==> src/rtl/rsd_pkg.sv <==
// ----------------------------------------------------------------------------
// rsd_pkg: range sample decoder shared definitions
// Widths, status codes, raw special codes and scaling constants.
// ----------------------------------------------------------------------------
package rsd_pkg;

	localparam int BYTE_W   = 8;
	localparam int RAW_W    = 14;
	localparam int REG_W    = 20;
	localparam int ST_W     = 4;
	localparam int DIST_W   = 23;
	localparam int EVT_W    = 32;
	localparam int CIDX_W   = 3;

	// saturating event counters, one per special status
	localparam int CNT_BITS = 32;
	localparam int CNT_N    = 7;
	localparam logic [CNT_BITS-1:0] CNT_MAX = {CNT_BITS{1'b1}};

	// distance = start + round(range * (102*raw - 16368) / 1636800)
	localparam int MAG_W    = 21;
	localparam int PROD_W   = REG_W + MAG_W;
	// rounded magnitude stays below 2^PROD_W
	localparam int DVD_W    = PROD_W;
	localparam int QUO_W    = 21;
	localparam int DEN_W    = 21;
	localparam int REM_W    = DEN_W + 2;
	localparam int RECIP_W  = 32;
	localparam int MULP_W   = QUO_W + RECIP_W;
	// estimate, back multiply, two corrections
	localparam int DIV_STEPS = 4;
	localparam int DCNT_W   = $clog2(DIV_STEPS + 1);

	localparam logic [MAG_W-1:0] SCALE_MUL  = MAG_W'(102);
	localparam logic [MAG_W-1:0] SCALE_OFF  = MAG_W'(16368);
	localparam logic [DEN_W-1:0] SCALE_DEN  = DEN_W'(1636800);
	localparam logic [DVD_W-1:0] SCALE_HALF = DVD_W'(818400);
	// floor(2^(DVD_W - QUO_W + RECIP_W) / SCALE_DEN)
	localparam logic [RECIP_W-1:0] SCALE_RECIP =
		RECIP_W'((64'd1 << (DVD_W - QUO_W + RECIP_W)) / 64'(SCALE_DEN));

	localparam logic [REG_W-1:0] RANGE_RST = REG_W'(600000);
	localparam logic [REG_W-1:0] START_RST = REG_W'(200000);

	// configuration register indexes
	localparam logic CFG_RANGE = 1'b0;
	localparam logic CFG_START = 1'b1;

	// raw codes
	localparam logic [RAW_W-1:0] RAW_MEAS_MAX = RAW_W'(16367);
	localparam logic [RAW_W-1:0] RAW_NO_OBJ   = RAW_W'(16370);
	localparam logic [RAW_W-1:0] RAW_CLOSE    = RAW_W'(16372);
	localparam logic [RAW_W-1:0] RAW_FAR      = RAW_W'(16374);
	localparam logic [RAW_W-1:0] RAW_UNEVAL   = RAW_W'(16376);
	localparam logic [RAW_W-1:0] RAW_TOWARD   = RAW_W'(16380);
	localparam logic [RAW_W-1:0] RAW_AWAY     = RAW_W'(16382);

	// status codes
	localparam logic [ST_W-1:0] ST_VALID   = ST_W'(0);
	localparam logic [ST_W-1:0] ST_NO_OBJ  = ST_W'(1);
	localparam logic [ST_W-1:0] ST_CLOSE   = ST_W'(2);
	localparam logic [ST_W-1:0] ST_FAR     = ST_W'(3);
	localparam logic [ST_W-1:0] ST_UNEVAL  = ST_W'(4);
	localparam logic [ST_W-1:0] ST_TOWARD  = ST_W'(5);
	localparam logic [ST_W-1:0] ST_AWAY    = ST_W'(6);
	localparam logic [ST_W-1:0] ST_UNKNOWN = ST_W'(7);
	localparam logic [ST_W-1:0] ST_FRAME   = ST_W'(8);

	typedef struct packed {
		logic             start;
		logic [DVD_W-1:0] dividend;
	} div_req_t;

	typedef struct packed {
		logic             busy;
		logic             done;
		logic [QUO_W-1:0] quotient;
	} div_rsp_t;

endpackage

==> src/rtl/rsd_if.sv <==
// ----------------------------------------------------------------------------
// rsd_if: range sample decoder channel interfaces
// Valid/ready channels for byte pair requests and decoded results.
// ----------------------------------------------------------------------------
interface rsd_in_if;
	logic                       valid;
	logic                       ready;
	logic [rsd_pkg::BYTE_W-1:0] high_byte;
	logic [rsd_pkg::BYTE_W-1:0] low_byte;

	modport source (output valid, output high_byte, output low_byte, input ready);
	modport sink   (input valid, input high_byte, input low_byte, output ready);
endinterface

interface rsd_out_if;
	logic                              valid;
	logic                              ready;
	logic [rsd_pkg::ST_W-1:0]          status;
	logic signed [rsd_pkg::DIST_W-1:0] distance_um;
	logic [rsd_pkg::EVT_W-1:0]         event_count;

	modport source (output valid, output status, output distance_um, output event_count,
		input ready);
	modport sink   (input valid, input status, input distance_um, input event_count,
		output ready);
endinterface

==> src/rtl/rsd_div.sv <==
// ----------------------------------------------------------------------------
// rsd_div: iterative scaling divider
// Division by the fixed scale denominator: reciprocal estimate and back
// multiply on one shared multiplier, then two correction steps.
// ----------------------------------------------------------------------------
module rsd_div (
	input  logic              clk,
	input  logic              arst_n,
	input  rsd_pkg::div_req_t req,
	output rsd_pkg::div_rsp_t rsp
);

	logic [rsd_pkg::DVD_W-1:0]   num_q;
	logic [rsd_pkg::QUO_W-1:0]   quo_q;
	logic [rsd_pkg::REM_W-1:0]   rem_q;
	logic [rsd_pkg::DCNT_W-1:0]  cnt_q;
	logic                        busy_q;
	logic                        done_q;
	logic                        est_step;
	logic                        back_step;
	logic [rsd_pkg::QUO_W-1:0]   mul_a;
	logic [rsd_pkg::RECIP_W-1:0] mul_b;
	logic [rsd_pkg::MULP_W-1:0]  prod;
	logic [rsd_pkg::DVD_W-1:0]   back_rem;

	assign est_step  = busy_q && (cnt_q == rsd_pkg::DCNT_W'(rsd_pkg::DIV_STEPS));
	assign back_step = busy_q && (cnt_q == rsd_pkg::DCNT_W'(rsd_pkg::DIV_STEPS - 1));

	// estimate from the top dividend bits falls short by at most two
	assign mul_a    = est_step ? num_q[rsd_pkg::DVD_W-1 -: rsd_pkg::QUO_W] : quo_q;
	assign mul_b    = est_step ? rsd_pkg::SCALE_RECIP : rsd_pkg::RECIP_W'(rsd_pkg::SCALE_DEN);
	assign prod     = rsd_pkg::MULP_W'(mul_a) * rsd_pkg::MULP_W'(mul_b);
	assign back_rem = num_q - prod[rsd_pkg::DVD_W-1:0];

	always_ff @(posedge clk or negedge arst_n) begin
		if (!arst_n) begin
			busy_q <= 1'b0;
			done_q <= 1'b0;
			cnt_q  <= '0;
		end else begin
			done_q <= 1'b0;
			if (req.start) begin
				busy_q <= 1'b1;
				cnt_q  <= rsd_pkg::DCNT_W'(rsd_pkg::DIV_STEPS);
			end else if (busy_q) begin
				cnt_q <= cnt_q - 1'b1;
				if (cnt_q == rsd_pkg::DCNT_W'(1)) begin
					busy_q <= 1'b0;
					done_q <= 1'b1;
				end
			end
		end
	end

	always_ff @(posedge clk) begin
		if (req.start) begin
			num_q <= req.dividend;
		end else if (est_step) begin
			quo_q <= prod[rsd_pkg::MULP_W-1 -: rsd_pkg::QUO_W];
		end else if (back_step) begin
			rem_q <= rsd_pkg::REM_W'(back_rem);
		end else if (busy_q && rem_q >= rsd_pkg::REM_W'(rsd_pkg::SCALE_DEN)) begin
			rem_q <= rem_q - rsd_pkg::REM_W'(rsd_pkg::SCALE_DEN);
			quo_q <= quo_q + 1'b1;
		end
	end

	assign rsp.busy     = busy_q;
	assign rsp.done     = done_q;
	assign rsp.quotient = quo_q;

endmodule

==> src/rtl/rsd_cnt_bank.sv <==
// ----------------------------------------------------------------------------
// rsd_cnt_bank: special status event counters
// Seven saturating counters; bumps the selected one and returns its new value.
// ----------------------------------------------------------------------------
module rsd_cnt_bank (
	input  logic                         clk,
	input  logic                         arst_n,
	input  logic                         inc,
	input  logic [rsd_pkg::CIDX_W-1:0]   idx,
	output logic [rsd_pkg::CNT_BITS-1:0] next_cnt
);

	logic [rsd_pkg::CNT_N-1:0][rsd_pkg::CNT_BITS-1:0] cnt_q;
	logic [rsd_pkg::CNT_BITS-1:0]                     cur;

	assign cur      = cnt_q[idx];
	assign next_cnt = (cur == rsd_pkg::CNT_MAX) ? cur : cur + 1'b1;

	always_ff @(posedge clk or negedge arst_n) begin
		if (!arst_n) begin
			cnt_q <= '0;
		end else if (inc) begin
			cnt_q[idx] <= next_cnt;
		end
	end

endmodule

==> src/rtl/range_sample_decoder.sv <==
// ----------------------------------------------------------------------------
// range_sample_decoder: laser range sensor sample decoder
// Checks framing of a byte pair, classifies the raw value, scales
// measurements to micrometres and counts special conditions.
// ----------------------------------------------------------------------------
//  channel | dir | payload                                 | handshake
//  sample  | in  | high_byte[7:0], low_byte[7:0]           | valid/ready
//  result  | out | status[3:0], distance_um[22:0] signed,  | valid/ready
//          |     | event_count[31:0]                       |
//  cfg     | in  | cfg_index (0 range, 1 start), cfg_data  | cfg_we, no wait
//
//  A measurement passes from acceptance to the result register through
//  classify, multiply, rounding add, 4 divider steps, final add, handoff.
//  Framing errors and special codes go to handoff (codes counted in classify).
//  The divider's reciprocal estimate, back multiply and two corrections set
//  the measurement latency.
//  Reset clears the counters and loads range 600000 um, start 200000 um.
//  A new request is taken while the previous result waits in the output
//  register; a stalled result holds the sequencer in its handoff step.
// ----------------------------------------------------------------------------
module range_sample_decoder (
	input  logic                      clk,
	input  logic                      arst_n,
	rsd_in_if.sink                    sample,
	rsd_out_if.source                 result,
	input  logic                      cfg_we,
	input  logic                      cfg_index,
	input  logic [rsd_pkg::REG_W-1:0] cfg_data
);

	typedef enum logic [5:0] {
		S_IDLE = 6'b000001,
		S_CLS  = 6'b000010,
		S_MUL  = 6'b000100,
		S_RND  = 6'b001000,
		S_DIV  = 6'b010000,
		S_DONE = 6'b100000
	} state_t;

	state_t state_q;

	logic [rsd_pkg::REG_W-1:0]  range_q;
	logic [rsd_pkg::REG_W-1:0]  start_q;
	logic [rsd_pkg::BYTE_W-1:0] hi_q;
	logic [rsd_pkg::BYTE_W-1:0] lo_q;
	logic [rsd_pkg::MAG_W-1:0]  mag_q;
	logic                       neg_q;
	logic [rsd_pkg::PROD_W-1:0] prod_q;

	logic [rsd_pkg::ST_W-1:0]          res_st_q;
	logic signed [rsd_pkg::DIST_W-1:0] res_dist_q;
	logic [rsd_pkg::EVT_W-1:0]         res_evt_q;

	logic                              ovalid_q;
	logic [rsd_pkg::ST_W-1:0]          ost_q;
	logic signed [rsd_pkg::DIST_W-1:0] odist_q;
	logic [rsd_pkg::EVT_W-1:0]         oevt_q;

	logic [rsd_pkg::RAW_W-1:0]    raw;
	logic                         frame_err;
	logic [rsd_pkg::ST_W-1:0]     st;
	logic [rsd_pkg::MAG_W-1:0]    raw_x;
	logic [rsd_pkg::CIDX_W-1:0]   cidx;
	logic                         cnt_inc;
	logic [rsd_pkg::CNT_BITS-1:0] cnt_next;
	logic [63:0]                  cnt_wide;
	logic [rsd_pkg::DIST_W-1:0]   quo_ext;
	logic [rsd_pkg::DIST_W-1:0]   dist_sum;
	logic                         handoff;
	rsd_pkg::div_req_t            div_req;
	rsd_pkg::div_rsp_t            div_rsp;

	assign sample.ready = (state_q == S_IDLE);
	assign handoff      = (state_q == S_DONE) && (!ovalid_q || result.ready);

	// classification
	assign frame_err = !hi_q[rsd_pkg::BYTE_W-1] || lo_q[rsd_pkg::BYTE_W-1];
	assign raw       = {hi_q[rsd_pkg::BYTE_W-2:0], lo_q[rsd_pkg::BYTE_W-2:0]};
	assign raw_x     = rsd_pkg::MAG_W'(raw) * rsd_pkg::SCALE_MUL;

	always_comb begin
		if (raw <= rsd_pkg::RAW_MEAS_MAX) begin
			st = rsd_pkg::ST_VALID;
		end else begin
			unique case (raw)
				rsd_pkg::RAW_NO_OBJ: st = rsd_pkg::ST_NO_OBJ;
				rsd_pkg::RAW_CLOSE:  st = rsd_pkg::ST_CLOSE;
				rsd_pkg::RAW_FAR:    st = rsd_pkg::ST_FAR;
				rsd_pkg::RAW_UNEVAL: st = rsd_pkg::ST_UNEVAL;
				rsd_pkg::RAW_TOWARD: st = rsd_pkg::ST_TOWARD;
				rsd_pkg::RAW_AWAY:   st = rsd_pkg::ST_AWAY;
				default:             st = rsd_pkg::ST_UNKNOWN;
			endcase
		end
	end

	assign cidx    = rsd_pkg::CIDX_W'(st - 1'b1);
	assign cnt_inc = (state_q == S_CLS) && !frame_err && (st != rsd_pkg::ST_VALID);

	rsd_cnt_bank u_cnt (
		.clk      (clk),
		.arst_n   (arst_n),
		.inc      (cnt_inc),
		.idx      (cidx),
		.next_cnt (cnt_next)
	);

	assign cnt_wide = 64'(cnt_next);

	assign div_req.start    = (state_q == S_RND);
	assign div_req.dividend = prod_q + rsd_pkg::SCALE_HALF;

	rsd_div u_div (
		.clk    (clk),
		.arst_n (arst_n),
		.req    (div_req),
		.rsp    (div_rsp)
	);

	assign quo_ext  = rsd_pkg::DIST_W'(div_rsp.quotient);
	assign dist_sum = rsd_pkg::DIST_W'(start_q) + (neg_q ? (~quo_ext + 1'b1) : quo_ext);

	always_ff @(posedge clk or negedge arst_n) begin
		if (!arst_n) begin
			range_q <= rsd_pkg::RANGE_RST;
			start_q <= rsd_pkg::START_RST;
		end else if (cfg_we) begin
			unique case (cfg_index)
				rsd_pkg::CFG_RANGE: range_q <= cfg_data;
				rsd_pkg::CFG_START: start_q <= cfg_data;
				default: ;
			endcase
		end
	end

	always_ff @(posedge clk or negedge arst_n) begin
		if (!arst_n) begin
			state_q  <= S_IDLE;
			ovalid_q <= 1'b0;
		end else begin
			if (handoff) begin
				ovalid_q <= 1'b1;
			end else if (result.valid && result.ready) begin
				ovalid_q <= 1'b0;
			end
			unique case (state_q)
				S_IDLE: if (sample.valid) state_q <= S_CLS;
				S_CLS: begin
					if (frame_err || st != rsd_pkg::ST_VALID) begin
						state_q <= S_DONE;
					end else begin
						state_q <= S_MUL;
					end
				end
				S_MUL: state_q <= S_RND;
				S_RND: state_q <= S_DIV;
				S_DIV: if (div_rsp.done) state_q <= S_DONE;
				S_DONE: begin
					if (handoff) begin
						state_q <= S_IDLE;
					end
				end
				default: state_q <= S_IDLE;
			endcase
		end
	end

	always_ff @(posedge clk) begin
		if (sample.valid && sample.ready) begin
			hi_q <= sample.high_byte;
			lo_q <= sample.low_byte;
		end
		if (state_q == S_CLS) begin
			if (raw_x >= rsd_pkg::SCALE_OFF) begin
				mag_q <= raw_x - rsd_pkg::SCALE_OFF;
				neg_q <= 1'b0;
			end else begin
				mag_q <= rsd_pkg::SCALE_OFF - raw_x;
				neg_q <= 1'b1;
			end
			res_dist_q <= '0;
			if (frame_err) begin
				res_st_q  <= rsd_pkg::ST_FRAME;
				res_evt_q <= '0;
			end else begin
				res_st_q  <= st;
				res_evt_q <= (st == rsd_pkg::ST_VALID) ? '0 : cnt_wide[rsd_pkg::EVT_W-1:0];
			end
		end
		if (state_q == S_MUL) begin
			prod_q <= rsd_pkg::PROD_W'(range_q) * rsd_pkg::PROD_W'(mag_q);
		end
		if (state_q == S_DIV && div_rsp.done) begin
			res_dist_q <= dist_sum;
		end
		if (handoff) begin
			ost_q   <= res_st_q;
			odist_q <= res_dist_q;
			oevt_q  <= res_evt_q;
		end
	end

	assign result.valid       = ovalid_q;
	assign result.status      = ost_q;
	assign result.distance_um = odist_q;
	assign result.event_count = oevt_q;

	a_dist_zero: assert property (@(posedge clk) disable iff (!arst_n)
		result.valid && result.status != rsd_pkg::ST_VALID |-> result.distance_um == '0)
		else $error("distance nonzero on a non-measurement result");

	a_evt_zero: assert property (@(posedge clk) disable iff (!arst_n)
		result.valid && (result.status == rsd_pkg::ST_VALID ||
		result.status == rsd_pkg::ST_FRAME) |-> result.event_count == '0)
		else $error("event count nonzero on measurement or framing error");

	a_div_owner: assert property (@(posedge clk) disable iff (!arst_n)
		div_rsp.done |-> state_q == S_DIV)
		else $error("divider finished outside the divide step");

	a_accept_cls: assert property (@(posedge clk) disable iff (!arst_n)
		sample.valid && sample.ready |=> state_q == S_CLS)
		else $error("accepted request did not enter classification");

	a_no_busy_idle: assert property (@(posedge clk) disable iff (!arst_n)
		state_q == S_IDLE |-> !div_rsp.busy)
		else $error("divider busy while sequencer idle");

endmodule
==> src/flat_wrapper.sv <==
// flat-port wrapper written by rule: the top's interface ports become plain ports
module range_sample_decoder_flat 
  (clk, arst_n, cfg_we, cfg_index, cfg_data, sample_valid, sample_high_byte, sample_low_byte, sample_ready, result_valid, result_status, result_distance_um, result_event_count, result_ready);
  rsd_in_if sample_i ();
  rsd_out_if result_i ();
  input  logic clk;
  input  logic arst_n;
  input  logic cfg_we;
  input  logic cfg_index;
  input  logic [rsd_pkg::REG_W-1:0] cfg_data;
  input wire logic [$bits(sample_i.valid)-1:0] sample_valid;
  input wire logic [$bits(sample_i.high_byte)-1:0] sample_high_byte;
  input wire logic [$bits(sample_i.low_byte)-1:0] sample_low_byte;
  output wire logic [$bits(sample_i.ready)-1:0] sample_ready;
  output wire logic [$bits(result_i.valid)-1:0] result_valid;
  output wire logic [$bits(result_i.status)-1:0] result_status;
  output wire logic [$bits(result_i.distance_um)-1:0] result_distance_um;
  output wire logic [$bits(result_i.event_count)-1:0] result_event_count;
  input wire logic [$bits(result_i.ready)-1:0] result_ready;
  assign sample_i.valid = sample_valid;
  assign sample_i.high_byte = sample_high_byte;
  assign sample_i.low_byte = sample_low_byte;
  assign sample_ready = sample_i.ready;
  assign result_valid = result_i.valid;
  assign result_status = result_i.status;
  assign result_distance_um = result_i.distance_um;
  assign result_event_count = result_i.event_count;
  assign result_i.ready = result_ready;
  range_sample_decoder u_core (.clk(clk), .arst_n(arst_n), .sample(sample_i), .result(result_i), .cfg_we(cfg_we), .cfg_index(cfg_index), .cfg_data(cfg_data));
endmodule
==> config.mk <==
export PLATFORM = sky130hd
export DESIGN_NAME = range_sample_decoder_flat
export DESIGN_NICKNAME = d
export VERILOG_FILES = /design/src/rtl/rsd_pkg.sv /design/src/rtl/rsd_if.sv /design/src/rtl/rsd_div.sv /design/src/rtl/rsd_cnt_bank.sv /design/src/rtl/range_sample_decoder.sv /design/src/flat_wrapper.sv
export SDC_FILE = /design/constraint.sdc
export NUM_CORES = 2
export LEC_CHECK = 0
export BUFFER_PORTS_ARGS = -buffer_cell sky130_fd_sc_hd__buf_2
export CELL_PAD_IN_SITES_DETAIL_PLACEMENT = 1
export CELL_PAD_IN_SITES_GLOBAL_PLACEMENT = 2
export CORE_MARGIN = 5
export CORE_UTILIZATION = 43
export CTS_CLUSTER_DIAMETER = 100
export CTS_CLUSTER_SIZE = 20
export DETAILED_ROUTE_END_ITERATION = 8
export GPL_TIMING_DRIVEN = 0
export PLACE_DENSITY_LB_ADDON = 0.1
export SYNTH_ARGS = -nofsm -noshare
export SYNTH_HDL_FRONTEND = slang
export SYNTH_HIERARCHICAL = 1
export SYNTH_SLANG_ARGS = --single-unit
==> constraint.sdc <==
create_clock -name clk -period 8.9 [get_ports clk]
set_clock_uncertainty 0.1 [all_clocks]
set_input_delay 0.89 -clock clk [delete_from_list [all_inputs] [get_ports clk]]
set_output_delay 0.89 -clock clk [all_outputs]
set_load 0.02 [all_outputs]
======== Word level (Yosys, flattened, before mapping) ========
Cells that the tools add are included.
word-level totals
  bits of input ports ..................... 42
  register bits ........................... 558
  logic and storage cells ................. 135
cells by class
  reductions and logical operators ........ 29
  magnitude comparators ................... 5
  $add $sub $neg .......................... 11
  eq/ne operators ......................... 20
  multiplexer cells ....................... 35
  bitwise logic cells ..................... 4
  $mul .................................... 3
operators with widths
  operator                  count
  $bwmux W224               1
  $mux W32                  4
  $mux W23                  5
  $mux W21                  5
  $bmux W32 S3              1
  $demux W32 S3             1
  $eq A14 B14 Y1 const B    6
  $mul A21 B32 Y53          1
  $add A41 B20 Y41 const B  1
  $mul A20 B21 Y41          1
  $pmux W6 S6               1
  $add A32 B1 Y32 const B   1
  $eq A32 B32 Y1 const B    1
  $mux W6                   4
  $add A20 B23 Y23          1
  $add A23 B1 Y23 const B   1
  $ge A23 B21 Y1 const B    1
  $not A21 Y23              1
  $sub A23 B21 Y23 const B  1
  $sub A23 B23 Y23          1
  $add A21 B1 Y21 const B   1
  $ge A21 B14 Y1 const B    1
  $sub A14 B21 Y21 const A  1
  $sub A21 B14 Y21 const B  1
  29 further kinds          64

======== Logic depth before layout (Yosys ltp) ========
  depth in word-level cells ............... 9
  gate-level depth with buffers ........... 34
  gate-level depth less buffers ........... 33

======== Cells and area by module ========
The synthesis kept the hierarchy.
by module, submodules not included
  module                times used  seq. area each (um2)  area each (um2)  cells each
  range_sample_decoder  1           7,050.5               26,018.7         2,531
  rsd_div               1           2,677.6               14,721.6         1,512
  rsd_cnt_bank          1           5,605.4               10,939.2         1,138

======== Worst setup path after synthesis ========
Ideal clock, no wire load.
  path kind ............................... register to register
  start ................................... register u_core/u_div/cnt_q[0] (netlist name)
  end ..................................... register u_core/u_div/rem_q[22] (netlist name), data pin
  stages on the path, launching flop included .. 33
  arrival ................................. 7.035 ns
  path buffers ............................ 2
  setup slack ............................. 1.495 ns
  setup time .............................. 0.270 ns
  clock period less this slack ............ 7.405 ns
  cell sequence ........................... dfrtp_1 inv_1 ha_1 nand3_1 clkbuf_1 clkbuf_1 nand2_1 inv_1 fa_1 fa_1 inv_1 fa_1 inv_1 fa_1 ha_1 inv_1 fa_1 fa_1 inv_1 ha_1 a21oi_1 o21ai_0 or2_1 xnor2_1 ha_1 a21oi_1 nor2b_1 o21ai_0 a21boi_0 a21oi_1 nor2b_1 xnor2_1 a21oi_1
between the ends
  cells in the longest elaborated chain, start to end .. 6
  elaborated cells between the ends (all ways) .. 9
  those cells by class .................... add/sub: 1; mul: 1; eq/ne: 2; mux: 3; reduce/logical: 2
RTL lines
  what                                         RTL line                      text
  start: declaration                           rsd_div.sv:16                 logic [rsd_pkg::DCNT_W-1:0] cnt_q;
  start signal: assignment                     rsd_div.sv:44                 cnt_q <= rsd_pkg::DCNT_W'(rsd_pkg::DIV_STEPS);
  start signal: assignment                     rsd_div.sv:46                 cnt_q <= cnt_q - 1'b1;
  $eq A3 B3 Y1                                 rsd_div.sv:26                 assign est_step = busy_q && (cnt_q == rsd_pkg::DCNT_W'(rsd_pkg::DIV_STEPS));
  $logic_and A1 B1 Y1                          rsd_div.sv:26
  $mux W21 / $mux W32 (equally long branches)  rsd_div.sv:30, rsd_div.sv:31
  $mul A21 B32 Y53                             rsd_div.sv:32                 assign prod = rsd_pkg::MULP_W'(mul_a) * rsd_pkg::MULP_W'(mul_b);
  $sub A23 B23 Y23                             rsd_div.sv:33                 assign back_rem = num_q - prod[rsd_pkg::DVD_W-1:0];
  $mux W23 (*)                                 rsd_div.sv:60                 end else if (back_step) begin
  end signal: assignment                       rsd_div.sv:61                 rem_q <= rsd_pkg::REM_W'(back_rem);
  end signal: assignment                       rsd_div.sv:63                 rem_q <= rem_q - rsd_pkg::REM_W'(rsd_pkg::SCALE_DEN);
  end: declaration                             rsd_div.sv:15                 logic [rsd_pkg::REM_W-1:0] rem_q;
Mark *: on every way between the ends. The rest lies on a longest branch, timed or not.
A chain may end at the register's enable or synchronous reset.

======== Final worst setup path ========
  start ................................... register u_core/u_div/cnt_q[0] (netlist name)
  end ..................................... register u_core/u_div/quo_q[20] (netlist name), data pin
between the ends
  cells in the longest elaborated chain, start to end .. 5
  elaborated cells between the ends (all ways) .. 6
  those cells by class .................... mul: 1; eq/ne: 1; mux: 3; reduce/logical: 1
RTL lines
  what                                         RTL line                      text
  $eq A3 B3 Y1 (*)                             rsd_div.sv:26
  $logic_and A1 B1 Y1 (*)                      rsd_div.sv:26
  $mux W21 / $mux W32 (equally long branches)  rsd_div.sv:30, rsd_div.sv:31
  $mul A21 B32 Y53                             rsd_div.sv:32
  $mux W21 (*)                                 rsd_div.sv:58                 end else if (est_step) begin
  end signal: assignment                       rsd_div.sv:59                 quo_q <= prod[rsd_pkg::MULP_W-1 -: rsd_pkg::QUO_W];
  end signal: assignment                       rsd_div.sv:64                 quo_q <= quo_q + 1'b1;
  end: declaration                             rsd_div.sv:14                 logic [rsd_pkg::QUO_W-1:0] quo_q;
Marked as above.

==> out/results.tsv <==
metric	value	unit
global routing usage on met1	34.5	%
Clock Latency Late Sink	0.64	ns
reg2reg path depth	26	
Routability Congestion	0.849	
initial antenna violation count	2	
largest net degree at the start of global routing	82	
gr ovfl total	0	
fin crit period	8.44	ns
Hold WS	0.0655	ns
Max Cap Viol	0	
Syn Area/Cell	9.98	um2
Slew HR	12.2	%
CP endpoint kind	flip-flop	
Worst EP arrival	8.69	ns
Post-Syn Area	51700	um2
HP Class	in2async	
DRT iter0 DRCs	1914	
Slew Limit Fails	0	
# clock sinks	556	
vias per cell	5.31	
vias in the first global route	40700	
fin nets	6405	
Clock Tree Buf Depth	3	
DR DRC count	0	
port bufs	102	
postcts setup bufs	0	
fin crit share	94.9	%
final WL	155000	um
warnings from Yosys	6	
crit start category	flip-flop	
Root Buffer	clkbuf_16	
outcome	completed	
most frequent cells in the layout	793 x inv_1, 594 x nand2_1, 524 x fa_1	
Peak Freq	118	MHz
met3 usage	3.23	%
worst slew pin tran	1.31	ns
via count	37100	
chip width	357	um
fillers	13500	
initial core utilization	43.2	%
crit path capture	u_core/u_div/quo_q[20]	
row count	127	
first-pass GRT wire length	243000	um
number of buffers created by CTS	37	
Avg WL per Cell	22.3	um
Worst Path Max Fanout	10	
clk slew on worst S/H paths	0.08	ns
area delta synth->final	7.99	%
GR Util met2	41.5	%
gr usage total	24.8	%
RSZ-0062 raised after global routing	no	
TritonCTS clock tree	built	
io pins	103	
placed cells	6908	
setup violators final	0	
leading cell type in the layout, fill and taps excluded	inv_1	
final non-filler cell total	6975	
Required @ worst endpoint	9.14	ns
FF-to-FF Start	u_core/u_div/cnt_q[0]	
area of the die	127000	um2
RR Endpoint	u_core/u_div/quo_q[20]	
Core ar.	120000	um2
DRT Pass-1 Iters	5	
cells after synthesis	5180	
Die Span Y	357	um
Critical path origin	u_core/u_div/cnt_q[0]	
Top Usage Layer GRT	met2	
number of nets with antenna violations after routing	0	
Crit Path Category	reg2reg	
reg2reg setup slack	0.46	ns
DPL Wire Length	125000	um
final hold vios	0	
ratio of cells with drive above 1 in the final layout	6.84	%
H-tree levels	2	
[flip-flops by register name (all words and copies together) (netlist names), 23 cells and up]
register	flops
u_core/prod_q	40
u_core/res_evt_q	32
u_core/u_div/num_q	41
u_core/result.event_count	32
u_core/u_div/rem_q	23
u_core/result.distance_um	23
u_core/res_dist_q	23
u_core/u_cnt/cnt_q	224
[final cells by class]
cell class	instances	area, um2	area share (%)
multi-input cells	3617	32500	58.2
diodes	1	2.50	0.00448
well taps	1612	2020	3.61
flip-flops and latches	556	15300	27.5
clock inverters	12	226	0.406
inverters	797	2990	5.37
plain buffers	214	981	1.76
clock buffers	54	1050	1.89
repair buffers	112	733	1.31
[how the worst min path moves through the flow]
stage | from | end | slack (ns) | cells past startpoint
floorplan | u_core/res_dist_q[0] | u_core/result.distance_um[0] | 0.30 | 0
global placement | u_core/res_evt_q[29] | u_core/result.event_count[29] | 0.30 | 0
detailed placement | u_core/res_st_q[2] | u_core/result.status[2] | 0.31 | 0
CTS | arst_n | u_core/u_cnt/cnt_q[91] | 0.04 | 1
global route | arst_n | u_core/u_cnt/cnt_q[91] | 0.07 | 1
finish | arst_n | u_core/u_cnt/cnt_q[91] | 0.07 | 1
[repair_timing]
action	CTS	global route
resized for setup	2	19
endpoints found under the setup margin	16	17
hold buffers	0	0
[routing by layer]
metal  vias to the layer above  wire length (um)
li1                      17300                 -
met1                     19000             72000
met2                       612             72700
met3                       164              6600
met4                         0              4060
met5                         -                 0
[critical path: stages, from the launching register on]
cell and delay (ns):
dfrtp_1 0.42, inv_1 0.08, ha_1 0.22, nand3_1 0.15
clkbuf_2 0.25, clkbuf_4 0.34, nand2_1 0.24, inv_1 0.33
fa_1 0.51, inv_1 0.10, fa_1 0.45, fa_1 0.58
fa_1 0.46, fa_1 0.51, inv_1 0.06, fa_1 0.46
ha_1 0.29, ha_1 0.38, a21o_1 0.21, a21oi_1 0.20
nor2_1 0.09, a311oi_2 0.46, o22ai_1 0.24, nor4b_2 0.49
a31oi_1 0.22, mux2i_1 0.19, o211ai_1 0.11
[through the flow]
step                      cell area (um2)  setup TNS [ns]  utilization, %  setup WS, ns
after global routing                55800               0            46.6        0.0260
after floorplan                     51700               0               -          1.49
final                               55800               0            46.6         0.456
after detailed placement            54500           -2.87            45.5        -0.484
after global placement              54200           -1.93            45.3        -0.400
after CTS                           55800               0            46.6        0.0116
Power is left out: the tool's default activity adds up to more than one toggle a clock period on the data nets, which glitch-free logic cannot reach.
